--- src/design/ehpp_pkg.sv ---
`default_nettype none

package ehpp_pkg;

    // framing
    localparam logic [7:0] SYNC_BYTE = 8'hAA;

    // payload row codes
    localparam logic [7:0] CODE_QUALITY    = 8'h02;
    localparam logic [7:0] CODE_ATTENTION  = 8'h04;
    localparam logic [7:0] CODE_MEDITATION = 8'h05;
    localparam logic [7:0] CODE_BANDS      = 8'h83;
    localparam logic [7:0] CODE_RAW        = 8'h80;

    // result status codes
    typedef logic [1:0] status_t;
    localparam status_t STATUS_GOOD     = 2'd0;
    localparam status_t STATUS_CHECKSUM = 2'd1;
    localparam status_t STATUS_PARSE    = 2'd2;
    localparam status_t STATUS_LENGTH   = 2'd3;

    // reset values
    localparam logic [7:0] QUALITY_RESET = 8'd200;
    localparam logic [7:0] CUTOFF_RESET  = 8'd55;

endpackage

`default_nettype wire

--- src/design/eeg_headset_packet_parser_unit.sv ---
`default_nettype none

// Packet parser for a headset serial link. Bytes arrive one per transaction on
// the s_axis side; the parser hunts for two 0xAA sync bytes, takes a length
// byte (a length above MAX_PAYLOAD gives a single status 3 result and drops
// the packet), stores the payload in a synchronous memory with one write and
// one read port while keeping an 8-bit sum, and compares the checksum byte
// with the inverted sum. A mismatch gives one status 1 result. On a match the
// stored payload is walked row by row: 0x02, 0x04, 0x05 load quality,
// attention and meditation, 0x83 loads BAND_COUNT 24-bit big-endian band
// powers into a small band memory, 0x80 skips three bytes, anything else (or a
// row running past the payload end) marks a parse failure, reported as one
// status 2 result. A good packet gives BAND_COUNT results, one per band, tlast
// on the final one, and attention is zeroed first when quality is at or above
// the quality_cutoff register. Sync, length and payload bytes are taken only
// in the input state while the output register is empty or is being emptied
// in the same cycle. The checksum byte starts the walk, which steps over each
// payload byte with a memory read then a decode, then takes a finishing step,
// then gives each band result with a band memory read then an output load;
// no input byte is taken until the walk and its results are done.
// The payload memory has no clearing pass; only entries written by the
// current packet are read. The quality_cutoff register is written over the
// cfg channel, which is always ready.
module eeg_headset_packet_parser_unit #(
    parameter int MAX_PAYLOAD = 32,
    parameter int BAND_COUNT  = 8
) (
    input  wire         clk,
    input  wire         rst_n,

    // configuration write: quality_cutoff
    input  wire         cfg_valid,
    output logic        cfg_ready,
    input  wire  [7:0]  cfg_data,

    input  wire         s_axis_tvalid,
    output logic        s_axis_tready,
    input  wire  [7:0]  s_axis_tdata,   // [7:0] data_byte

    output logic        m_axis_tvalid,
    input  wire         m_axis_tready,
    output logic [47:0] m_axis_tdata,   // [7:0] quality, [15:8] attention_level,
                                        // [23:16] meditation_level, [47:24] band_power
    output logic [4:0]  m_axis_tuser,   // [1:0] status, [4:2] band_index
    output logic        m_axis_tlast    // last
);
    import ehpp_pkg::*;

    localparam int ADDR_W = $clog2(MAX_PAYLOAD);
    localparam int PTR_W  = $clog2(MAX_PAYLOAD + 3 * BAND_COUNT + 3);
    localparam int BAND_W = (BAND_COUNT > 1) ? $clog2(BAND_COUNT) : 1;
    localparam logic [7:0]        MAX_LEN   = 8'(MAX_PAYLOAD);
    localparam logic [BAND_W-1:0] BAND_LAST = BAND_W'(BAND_COUNT - 1);

    // control states
    localparam logic [2:0] S_IN   = 3'd0;  // taking serial bytes
    localparam logic [2:0] S_RD   = 3'd1;  // payload read issued
    localparam logic [2:0] S_USE  = 3'd2;  // payload byte decoded
    localparam logic [2:0] S_FIN  = 3'd3;  // walk finished
    localparam logic [2:0] S_BRD  = 3'd4;  // band read issued
    localparam logic [2:0] S_BOUT = 3'd5;  // band result out

    // what the next payload byte means
    localparam logic [2:0] K_CODE = 3'd0;
    localparam logic [2:0] K_QUAL = 3'd1;
    localparam logic [2:0] K_ATT  = 3'd2;
    localparam logic [2:0] K_MED  = 3'd3;
    localparam logic [2:0] K_SKIP = 3'd4;
    localparam logic [2:0] K_BAND = 3'd5;
    localparam logic [2:0] K_IGN  = 3'd6;

    // memories
    logic [7:0]  pay_mem  [MAX_PAYLOAD];
    logic [23:0] band_mem [BAND_COUNT];
    logic [7:0]  pay_rd_reg;
    logic [23:0] band_rd_reg;

    // registers
    logic [2:0]            state_reg, state_next;
    logic [7:0]            cutoff_reg, cutoff_next;
    logic [7:0]            prev_reg, prev_next;
    logic                  inside_reg, inside_next;
    logic [7:0]            pos_reg, pos_next;
    logic [7:0]            len_reg, len_next;
    logic [7:0]            sum_reg, sum_next;
    logic [7:0]            qual_reg, qual_next;
    logic [7:0]            att_reg, att_next;
    logic [7:0]            med_reg, med_next;
    logic [PTR_W-1:0]      ptr_reg, ptr_next;
    logic [2:0]            kind_reg, kind_next;
    logic [1:0]            sub_reg, sub_next;
    logic [BAND_W-1:0]     band_reg, band_next;
    logic [15:0]           acc_reg, acc_next;
    logic                  ok_reg, ok_next;
    logic                  rng_reg, rng_next;
    logic [BAND_COUNT-1:0] bvld_reg, bvld_next;
    logic                  ovld_reg, ovld_next;
    status_t               ostat_reg, ostat_next;
    logic [7:0]            oqual_reg, oqual_next;
    logic [7:0]            oatt_reg, oatt_next;
    logic [7:0]            omed_reg, omed_next;
    logic [BAND_W-1:0]     oband_reg, oband_next;
    logic [23:0]           opow_reg, opow_next;
    logic                  olast_reg, olast_next;

    // memory ports
    logic              pay_we, pay_re, band_we, band_re;
    logic [ADDR_W-1:0] pay_waddr, pay_raddr;
    logic [23:0]       band_wdata;

    logic              slot_free;
    logic              in_acc;
    logic [7:0]        in_byte;
    logic [PTR_W-1:0]  len_ptr;

    assign slot_free     = !ovld_reg || m_axis_tready;
    assign in_acc        = s_axis_tvalid && s_axis_tready;
    assign in_byte       = s_axis_tdata;
    assign len_ptr       = PTR_W'(len_reg);
    assign cfg_ready     = 1'b1;
    assign s_axis_tready = (state_reg == S_IN) && slot_free;

    assign m_axis_tvalid = ovld_reg;
    assign m_axis_tdata  = {opow_reg, omed_reg, oatt_reg, oqual_reg};
    assign m_axis_tuser  = {3'(oband_reg), ostat_reg};
    assign m_axis_tlast  = olast_reg;

    always_comb
    begin
        logic [7:0]       d;
        logic [PTR_W-1:0] ptr_inc;
        logic             inside_after;

        state_next  = state_reg;
        cutoff_next = cutoff_reg;
        prev_next   = prev_reg;
        inside_next = inside_reg;
        pos_next    = pos_reg;
        len_next    = len_reg;
        sum_next    = sum_reg;
        qual_next   = qual_reg;
        att_next    = att_reg;
        med_next    = med_reg;
        ptr_next    = ptr_reg;
        kind_next   = kind_reg;
        sub_next    = sub_reg;
        band_next   = band_reg;
        acc_next    = acc_reg;
        ok_next     = ok_reg;
        rng_next    = rng_reg;
        bvld_next   = bvld_reg;
        ovld_next   = ovld_reg && !m_axis_tready;
        ostat_next  = ostat_reg;
        oqual_next  = oqual_reg;
        oatt_next   = oatt_reg;
        omed_next   = omed_reg;
        oband_next  = oband_reg;
        opow_next   = opow_reg;
        olast_next  = olast_reg;

        pay_we     = 1'b0;
        pay_re     = 1'b0;
        band_we    = 1'b0;
        band_re    = 1'b0;
        pay_waddr  = ADDR_W'(pos_reg - 8'd1);
        pay_raddr  = ADDR_W'(ptr_reg);
        band_wdata = {acc_reg, 8'd0};

        d            = rng_reg ? pay_rd_reg : 8'd0;
        ptr_inc      = ptr_reg + PTR_W'(1);
        inside_after = inside_reg;

        if (cfg_valid)
        begin
            cutoff_next = cfg_data;
        end

        case (state_reg)
            S_IN:
            begin
                if (in_acc)
                begin
                    if (inside_reg)
                    begin
                        if (pos_reg == 8'd0)
                        begin
                            len_next = in_byte;
                            if (in_byte > MAX_LEN)
                            begin
                                // length too long: drop the packet
                                inside_after = 1'b0;
                                ovld_next    = 1'b1;
                                ostat_next   = STATUS_LENGTH;
                                oqual_next   = qual_reg;
                                oatt_next    = att_reg;
                                omed_next    = med_reg;
                                oband_next   = '0;
                                opow_next    = 24'd0;
                                olast_next   = 1'b1;
                            end
                        end
                        else if (pos_reg <= len_reg)
                        begin
                            pay_we   = 1'b1;
                            sum_next = sum_reg + in_byte;
                        end
                        else
                        begin
                            inside_after = 1'b0;
                            if (in_byte != ~sum_reg)
                            begin
                                ovld_next  = 1'b1;
                                ostat_next = STATUS_CHECKSUM;
                                oqual_next = qual_reg;
                                oatt_next  = att_reg;
                                omed_next  = med_reg;
                                oband_next = '0;
                                opow_next  = 24'd0;
                                olast_next = 1'b1;
                            end
                            else
                            begin
                                // checksum good: start the payload walk
                                ptr_next   = '0;
                                kind_next  = K_CODE;
                                ok_next    = 1'b1;
                                bvld_next  = '0;
                                state_next = (len_reg == 8'd0) ? S_FIN : S_RD;
                            end
                        end
                        pos_next = pos_reg + 8'd1;
                    end
                    inside_next = inside_after;
                    if (in_byte == SYNC_BYTE && prev_reg == SYNC_BYTE && !inside_after)
                    begin
                        inside_next = 1'b1;
                        pos_next    = 8'd0;
                        sum_next    = 8'd0;
                    end
                    prev_next = in_byte;
                end
            end

            S_RD:
            begin
                rng_next   = ptr_reg < len_ptr;
                pay_re     = ptr_reg < len_ptr;
                state_next = S_USE;
            end

            S_USE:
            begin
                if (!rng_reg && kind_reg != K_SKIP)
                begin
                    ok_next = 1'b0;
                end
                ptr_next = ptr_inc;
                case (kind_reg)
                    K_CODE:
                    begin
                        case (d)
                            CODE_QUALITY:    kind_next = K_QUAL;
                            CODE_ATTENTION:  kind_next = K_ATT;
                            CODE_MEDITATION: kind_next = K_MED;
                            CODE_BANDS:      kind_next = K_SKIP;
                            CODE_RAW:
                            begin
                                kind_next = K_IGN;
                                sub_next  = 2'd0;
                            end
                            default:
                            begin
                                ok_next   = 1'b0;
                                kind_next = K_CODE;
                            end
                        endcase
                    end
                    K_QUAL:
                    begin
                        qual_next = d;
                        kind_next = K_CODE;
                    end
                    K_ATT:
                    begin
                        att_next  = d;
                        kind_next = K_CODE;
                    end
                    K_MED:
                    begin
                        med_next  = d;
                        kind_next = K_CODE;
                    end
                    K_SKIP:
                    begin
                        kind_next = K_BAND;
                        band_next = '0;
                        sub_next  = 2'd0;
                    end
                    K_BAND:
                    begin
                        // big-endian triple, shifted in high byte first
                        acc_next = {acc_reg[7:0], d};
                        if (sub_reg == 2'd2)
                        begin
                            band_we    = 1'b1;
                            band_wdata = {acc_reg, d};
                            bvld_next[band_reg] = 1'b1;
                            sub_next   = 2'd0;
                            if (band_reg == BAND_LAST)
                            begin
                                kind_next = K_CODE;
                            end
                            else
                            begin
                                band_next = band_reg + BAND_W'(1);
                            end
                        end
                        else
                        begin
                            sub_next = sub_reg + 2'd1;
                        end
                    end
                    K_IGN:
                    begin
                        if (sub_reg == 2'd2)
                        begin
                            kind_next = K_CODE;
                        end
                        else
                        begin
                            sub_next = sub_reg + 2'd1;
                        end
                    end
                    default:
                    begin
                        kind_next = K_CODE;
                    end
                endcase
                // rows only start below the payload end
                if (kind_next == K_CODE && !(ptr_inc < len_ptr))
                begin
                    state_next = S_FIN;
                end
                else
                begin
                    state_next = S_RD;
                end
            end

            S_FIN:
            begin
                if (ok_reg)
                begin
                    if (qual_reg >= cutoff_reg)
                    begin
                        att_next = 8'd0;
                    end
                    band_next  = '0;
                    state_next = S_BRD;
                end
                else if (slot_free)
                begin
                    ovld_next  = 1'b1;
                    ostat_next = STATUS_PARSE;
                    oqual_next = qual_reg;
                    oatt_next  = att_reg;
                    omed_next  = med_reg;
                    oband_next = '0;
                    opow_next  = 24'd0;
                    olast_next = 1'b1;
                    state_next = S_IN;
                end
            end

            S_BRD:
            begin
                band_re    = 1'b1;
                state_next = S_BOUT;
            end

            S_BOUT:
            begin
                if (slot_free)
                begin
                    ovld_next  = 1'b1;
                    ostat_next = STATUS_GOOD;
                    oqual_next = qual_reg;
                    oatt_next  = att_reg;
                    omed_next  = med_reg;
                    oband_next = band_reg;
                    opow_next  = bvld_reg[band_reg] ? band_rd_reg : 24'd0;
                    olast_next = (band_reg == BAND_LAST);
                    if (band_reg == BAND_LAST)
                    begin
                        state_next = S_IN;
                    end
                    else
                    begin
                        band_next  = band_reg + BAND_W'(1);
                        state_next = S_BRD;
                    end
                end
            end

            default:
            begin
                state_next = S_IN;
            end
        endcase
    end

    // payload memory: one write port from the byte stream, one read port for the walk
    always_ff @(posedge clk)
    begin
        if (pay_we)
        begin
            pay_mem[pay_waddr] <= in_byte;
        end
        if (pay_re)
        begin
            pay_rd_reg <= pay_mem[pay_raddr];
        end
    end

    // band power memory, entries not loaded this walk read as zero via bvld_reg
    always_ff @(posedge clk)
    begin
        if (band_we)
        begin
            band_mem[band_reg] <= band_wdata;
        end
        if (band_re)
        begin
            band_rd_reg <= band_mem[band_reg];
        end
    end

    always_ff @(posedge clk or negedge rst_n)
    begin
        if (!rst_n)
        begin
            state_reg  <= S_IN;
            cutoff_reg <= CUTOFF_RESET;
            prev_reg   <= 8'd0;
            inside_reg <= 1'b0;
            pos_reg    <= 8'd0;
            len_reg    <= 8'd0;
            sum_reg    <= 8'd0;
            qual_reg   <= QUALITY_RESET;
            att_reg    <= 8'd0;
            med_reg    <= 8'd0;
            ptr_reg    <= '0;
            kind_reg   <= K_CODE;
            sub_reg    <= 2'd0;
            band_reg   <= '0;
            acc_reg    <= 16'd0;
            ok_reg     <= 1'b0;
            rng_reg    <= 1'b0;
            bvld_reg   <= '0;
            ovld_reg   <= 1'b0;
            ostat_reg  <= STATUS_GOOD;
            oqual_reg  <= 8'd0;
            oatt_reg   <= 8'd0;
            omed_reg   <= 8'd0;
            oband_reg  <= '0;
            opow_reg   <= 24'd0;
            olast_reg  <= 1'b0;
        end
        else
        begin
            state_reg  <= state_next;
            cutoff_reg <= cutoff_next;
            prev_reg   <= prev_next;
            inside_reg <= inside_next;
            pos_reg    <= pos_next;
            len_reg    <= len_next;
            sum_reg    <= sum_next;
            qual_reg   <= qual_next;
            att_reg    <= att_next;
            med_reg    <= med_next;
            ptr_reg    <= ptr_next;
            kind_reg   <= kind_next;
            sub_reg    <= sub_next;
            band_reg   <= band_next;
            acc_reg    <= acc_next;
            ok_reg     <= ok_next;
            rng_reg    <= rng_next;
            bvld_reg   <= bvld_next;
            ovld_reg   <= ovld_next;
            ostat_reg  <= ostat_next;
            oqual_reg  <= oqual_next;
            oatt_reg   <= oatt_next;
            omed_reg   <= omed_next;
            oband_reg  <= oband_next;
            opow_reg   <= opow_next;
            olast_reg  <= olast_next;
        end
    end

endmodule

`default_nettype wire
--- config.mk ---
export PLATFORM = sky130hd
export DESIGN_NAME = eeg_headset_packet_parser_unit
export DESIGN_NICKNAME = d
export VERILOG_FILES = /design/src/design/ehpp_pkg.sv /design/src/design/eeg_headset_packet_parser_unit.sv
export SDC_FILE = /design/constraint.sdc
export NUM_CORES = 1
export LEC_CHECK = 0
export ABC_AREA = 0
export BUFFER_PORTS_ARGS = -buffer_cell sky130_fd_sc_hd__buf_2
export CORE_ASPECT_RATIO = 1.1
export CORE_MARGIN = 1.5
export CORE_UTILIZATION = 60
export CTS_CLUSTER_DIAMETER = 120
export CTS_CLUSTER_SIZE = 10
export DETAILED_ROUTE_END_ITERATION = 6
export PLACE_DENSITY = 0.79
export SLEW_MARGIN = 20
export SYNTH_ARGS = -nofsm -noshare
export SYNTH_HDL_FRONTEND = slang
export SYNTH_SLANG_ARGS = --single-unit
--- constraint.sdc ---
create_clock -name clk -period 5.15 [get_ports clk]
set_input_delay 1.03 -clock clk [delete_from_list [all_inputs] [get_ports clk]]
set_output_delay 1.03 -clock clk [all_outputs]
set_load 0.05 [all_outputs]
* After elaboration in Yosys (flattened, before gate mapping)
Memory sizes are Yosys's and may differ from the RTL's. A register that Yosys moved wholly into a read port is not among the register bits.
Index checks and enable logic that the tools add are counted.
** Word-level totals
- Latch bits :: 0
- Memory bits (read-only) :: 0
- Input port bits :: 21
- Memory bits (writable) :: 448
- Memories kept :: 2
- Register bits :: 163
- Output and inout bits :: 57
** Memories
- pay_mem :: words 32, bits a word 8, rd ports 1, clocked after Yosys merged registers in 1, write ports 1, RTL line eeg_headset_packet_parser_unit.sv:73 : logic [7:0] pay_mem [MAX_PAYLOAD];
- band_mem :: words 8, bits a word 24, rd ports 1, clocked after Yosys merged registers in 1, write ports 1, RTL line eeg_headset_packet_parser_unit.sv:74 : logic [23:0] band_mem [BAND_COUNT];
** Operators by class
- Add/sub/neg operators :: 6
- Multipliers :: 0
- Mux-type cells :: 171
- Bitwise logic cells :: 2
- Reduce and logical (&&, ||, !) cells :: 42
- Equality and inequality tests :: 44
- Order comparisons :: 7
- Shift-type cells :: 0
- Div/mod/pow operators :: 0
** Operators by type and width (count)
- $mux 8 :: 44
- $mux 24 :: 10
- $mux 3 :: 30
- $pmux 24 s3 :: 1
- $pmux 8 s3 :: 3
- $mux 1 :: 47
- $eq 8x8->1 const B :: 4
- $pmux 8 s2 :: 2
- $mux 6 :: 5
- $mux 2 :: 14
- $ne 2x2->1 const B :: 12
- $eq 3x3->1 const B :: 6
- $pmux 3 s3 :: 2
- $pmux 3 s6 :: 1
- $eq 8x3->1 const B :: 2
- $logic_not 8->1 :: 2
- $pmux 3 s5 :: 1
- $reduce_and 7->1 :: 2
- $eq 3x2->1 const B :: 4
- $lt 6x6->1 :: 2
- $ne 3x3->1 const B :: 4
- $pmux 3 s2 :: 2
- $pmux 3 s4 :: 1
- $pmux 6 s2 :: 1
- other kinds (41) :: 70

* Longest topological paths before layout
- Depth after elaboration :: 10
- Gate-level depth with buffers :: 11
- Mapped depth without buffers :: 8

* Worst setup path before layout
OpenSTA, ideal clock, no wires.
- Path type :: flip-flop to flip-flop
- From :: reg state_reg[2]
- To :: mem band_mem[5][0], enable pin
- Period minus slack after synthesis :: 3.777 ns
- Buffers on the path :: 2
- Data required time :: 4.715 ns
- Setup slack :: 1.373 ns
- Cell stages (with the launch flop) :: 8
- Arrival :: 3.342 ns
- Path through :: dfrtp_1 > nand2b_1 > nor2_1 > and3_1 > clkbuf_1 > clkbuf_1 > nand2_1 > nor3_1
** On the way
- Word-level cells in the longest chain between the ends :: 4
** RTL lines
- from (decl) :: RTL line eeg_headset_packet_parser_unit.sv:79 : logic [2:0] state_reg, state_next;
- from (signal assigned) :: RTL line eeg_headset_packet_parser_unit.sv:471 : state_reg <= state_next;
- $eq 3x2->1 :: RTL line eeg_headset_packet_parser_unit.sv:178 : case (state_reg)
- $mux 1 :: RTL line eeg_headset_packet_parser_unit.sv:178
- $mux 1 :: RTL line eeg_headset_packet_parser_unit.sv:428 : if (band_we)
- $mux 1 (not written as such) :: RTL line eeg_headset_packet_parser_unit.sv:430 : band_mem[band_reg] <= band_wdata;
- to (decl) :: RTL line eeg_headset_packet_parser_unit.sv:74
Every way passes these cells.

* Worst setup path in the final report
- From :: reg pos_reg[4]
- To :: mem pay_mem[8][4], enable pin
** On the way
- Word-level cells in the longest chain between the ends :: 8
** RTL lines
- from (decl) :: RTL line eeg_headset_packet_parser_unit.sv:83 : logic [7:0] pos_reg, pos_next;
- from (signal assigned) :: RTL line eeg_headset_packet_parser_unit.sv:475 : pos_reg <= pos_next;
- $le 8x8->1 :: RTL line eeg_headset_packet_parser_unit.sv:202 : else if (pos_reg <= len_reg)
- $mux 1 :: RTL line eeg_headset_packet_parser_unit.sv:202
- $mux 1 :: RTL line eeg_headset_packet_parser_unit.sv:185 : if (pos_reg == 8'd0)
- $mux 1 :: RTL line eeg_headset_packet_parser_unit.sv:183 : if (inside_reg)
- $mux 1 :: RTL line eeg_headset_packet_parser_unit.sv:181 : if (in_acc)
- $mux 1 :: RTL line eeg_headset_packet_parser_unit.sv:178
- $mux 1 :: RTL line eeg_headset_packet_parser_unit.sv:415 : if (pay_we)
- $mux 1 (not written as such) :: RTL line eeg_headset_packet_parser_unit.sv:417 : pay_mem[pay_waddr] <= in_byte;
- to (decl) :: RTL line eeg_headset_packet_parser_unit.sv:73
Several ways; a longest one is shown, not always the timed one.

==> metrics.md <==
| Metric | Value |
|---|---|
| Status | `complete, no violations` |
| GRT Overall Usage | `0.271` |
| Avg Cell Area, Syn | `around 16 µm²` |
| Lkg Pwr | `approximately 10 nW` |
| Die Span X | `about 200 µm` |
| Top reg by flops | `pay_mem` |
| Post-synth top cells | `480 x edfxtp_1, 155 x dfrtp_1, 145 x nand2_1` |
| Critical Path Source Type | `flop` |
| Fraction of registers with async set/reset | `0.253` |
| 1st-pass router iterations | `5` |
| Sequential Area | `0.0185 mm²` |
| Setup TNS | `0 ns` |
| Max reg flops | `~260` |
| Synth area leader | `edfxtp_1` |
| Clock sinks | `643` |
| H-tree levels | `3` |
| Routed wire per std cell | `25.2 µm` |
| Die Span Y | `around 220 µm` |
| Worst Hold Slack | `around 0.46 ns` |
| Nets@finish | `between 1.5k and 2k` |
| DR vias | `15.0k` |
| Clk Tree Root Cell | `clkbuf_16` |
| Synthesized area | `0.0259 mm²` |
| Ratio of final minimum period to clock period | `0.753` |
| Max-cap viol count | `0` |
| Drt drc | `0` |
| Cell Rows | `79` |
| Placeable Area | `0.0424 mm²` |
| CTS tree | `built` |
| Synth Net Count | `1699` |
| VDD IR-drop max | `approximately 360 µV` |
| Port bufs | `between 70 and 80` |
| Via/cell ratio | `6.38` |
| Global route total overflow | `0` |
| Initial DRC Count | `roughly 1.6k` |
| Post-CTS Setup Bufs | `0` |
| Post-synth top area share | `0.557` |
| Share of cells above drive strength 1 | `0.184` |
| Count leader, synth | `edfxtp_1` |
| Slew Limit Headroom | `0.261` |
| Die area | `0.0444 mm²` |
| Dpl hpwl | `approximately 35 mm` |
| Cells after Synth | `1633` |
| Worst Path Arrival | `between 4 and 5 ns` |
| # fillers | `between 2k and 3k` |
| CP required | `around 5.4 ns` |
| Area delta synth->final | `12.3%` |
| WS Path Type | `reg -> reg` |
| Top Registers | `pay_mem x256, band_mem x192` |
| Clock Skews | `between 0.015 and 0.02 ns` |
| I/O Pins | `just under 80` |
| Tmin final | `3.88 ns` |
| First-pass GRT wire length | `between 90 and 100 mm` |
| Clock transition at path regs | `0.06 ns` |
| Ant. Diodes | `0` |
| CTS Buf Count | `74` |
| Synth Flop Type | `edfxtp_1` |
| Number of synthesized flops with an enable pin | `480` |
| Netlist cell types | `67` |
| Longest Clk Path Bufs | `3` |
| Final wirelength | `59.2 mm` |
| Final Wtd Congestion | `0.826` |
| Dpl ws | `1.30 ns` |
| Top cells by area, synth | `edfxtp_1 56%, dfrtp_1 15%, mux4_2 6.5%` |
| Initial antenna violation count | `0` |
| Final setup violation count | `0` |
| Actual slew at the worst max-slew pin | `1.11 ns` |
| Top fanout value on the critical path | `20` |
| Warnings from Yosys | `0` |
| Seq/Total Area, Yosys | `0.715` |
| Initial core utilization | `0.610` |
| Hold Vio Cnt, Final | `0` |
| Hold Path Class | `reg -> reg` |
| Slew Limit Fails | `0` |
| Multi-input logic area | `between 0.006 and 0.007 mm²` |
| Post-synthesis register bit count | `643` |
| Post-CTS resize count | `0` |
| Post-CTS Hold Fix Bufs | `0` |
| Post-route ant nets | `0` |
| Clk_lat worst skew | `between 0.5 and 0.6 ns` |
| Fmax achieved | `between 0.2 and 0.3 GHz` |
| Largest net degree at the start of global routing | `between 90 and 100` |
| RSZ-0062 raised after global routing | `false` |
| PwrDens | `387 mW/mm²` |
| CP endpoint kind | `flop` |
| Via count of the first global-routing pass | `between 15k and 20k` |
| Final setup margin | `roughly 1.3 ns` |
## final cells by class
cell class / count / share of cell area
tap: 567 / 0.0244
timing repair buffer: 97 / 0.0196
clock inverter: 3 / 0.000904
sequential: 643 / 0.637
clock buffer: 133 / 0.0736
inverter: 32 / 0.00413
multi-input combinational: 875 / 0.240
## layout by cell type, fill, tap and decap left out, types with 31 or more instances in the layout
cell type and count:
ha_1 44, nand2_1 145, dfrtp_1 153, a22oi_1 99, o21ai_0 83, buf_2 75, edfxtp_1 480, inv_1 31
nor2_1 67, clkbuf_16 77, clkbuf_1 56, mux4_2 75, mux2_2 33, a22o_1 38
## worst max-delay path: stages (launching register included)
cell	delay [ns]
dfrtp_1	0.92
ha_1	0.26
nand4_1	0.12
or2_2	0.35
o21a_1	0.13
nor3_2	0.45
nand2_1	0.32
nor3_1	0.94
## layer usage
layer / vias to the layer above / GRT usage / routed length (µm)
met2: 735 / 0.464 / 30200
met5: - / 0 / 0
met1: 7512 / 0.337 / 22000
li1: 6558 / - / -
met4: 0 / 0.134 / 2810
met3: 182 / 0.0457 / 4150
## per-stage QoR
| step | std cells | cell area [µm²] | util | total power, mW |
|---|---|---|---|---|
| 2_1_floorplan | 1633 | 25900 | - | 6.30 |
| 3_3_place_gp | 2214 | 26900 | 0.633 | 6.55 |
| 3_5_place_dp | 2214 | 26900 | 0.633 | 6.59 |
| 4_1_cts | 2350 | 29000 | 0.684 | 11.3 |
| 5_1_grt | 2350 | 29100 | 0.685 | 11.6 |
| 6_report | 2350 | 29100 | 0.685 | 11.3 |
## path summary, 6_finish.rpt
kind / start / end / slack, ns / cells past startpoint
max: pos_reg[4] / pay_mem[8][4] / 1.27 / 7
max in group asynchronous: rst_n / prev_reg[4] / 3.69 / 2
max reg2reg: pos_reg[4] / pay_mem[8][4] / 1.27 / 7
min in group asynchronous: rst_n / acc_reg[1] / 0.47 / 1
min reg2reg: band_rd_reg[2] / opow_reg[2] / 0.46 / 1
min: band_rd_reg[2] / opow_reg[2] / 0.46 / 1
## power by group
group	internal, mW	switching [mW]
registers	5.64	0.0920
clock network	2.79	1.93
logic	0.256	0.543
## cell families (layout without fill, tap and decap cells)
kind of cell               Yosys count  after routing  share of synthesized area
DFF                                643            643                      0.715
and+or+nand+nor                    379            379                     0.0710
AOI/OAI and AO/OA                  312            312                     0.0826
muxes                              122            122                     0.0852
buffers and inverters              115            265                     0.0185
adders and majority gates           45             45                     0.0221
xor gates and xnor gates            16             16                    0.00542
other                                1              1                   0.000145
Note: power is estimated with default switching activity, not from simulation.
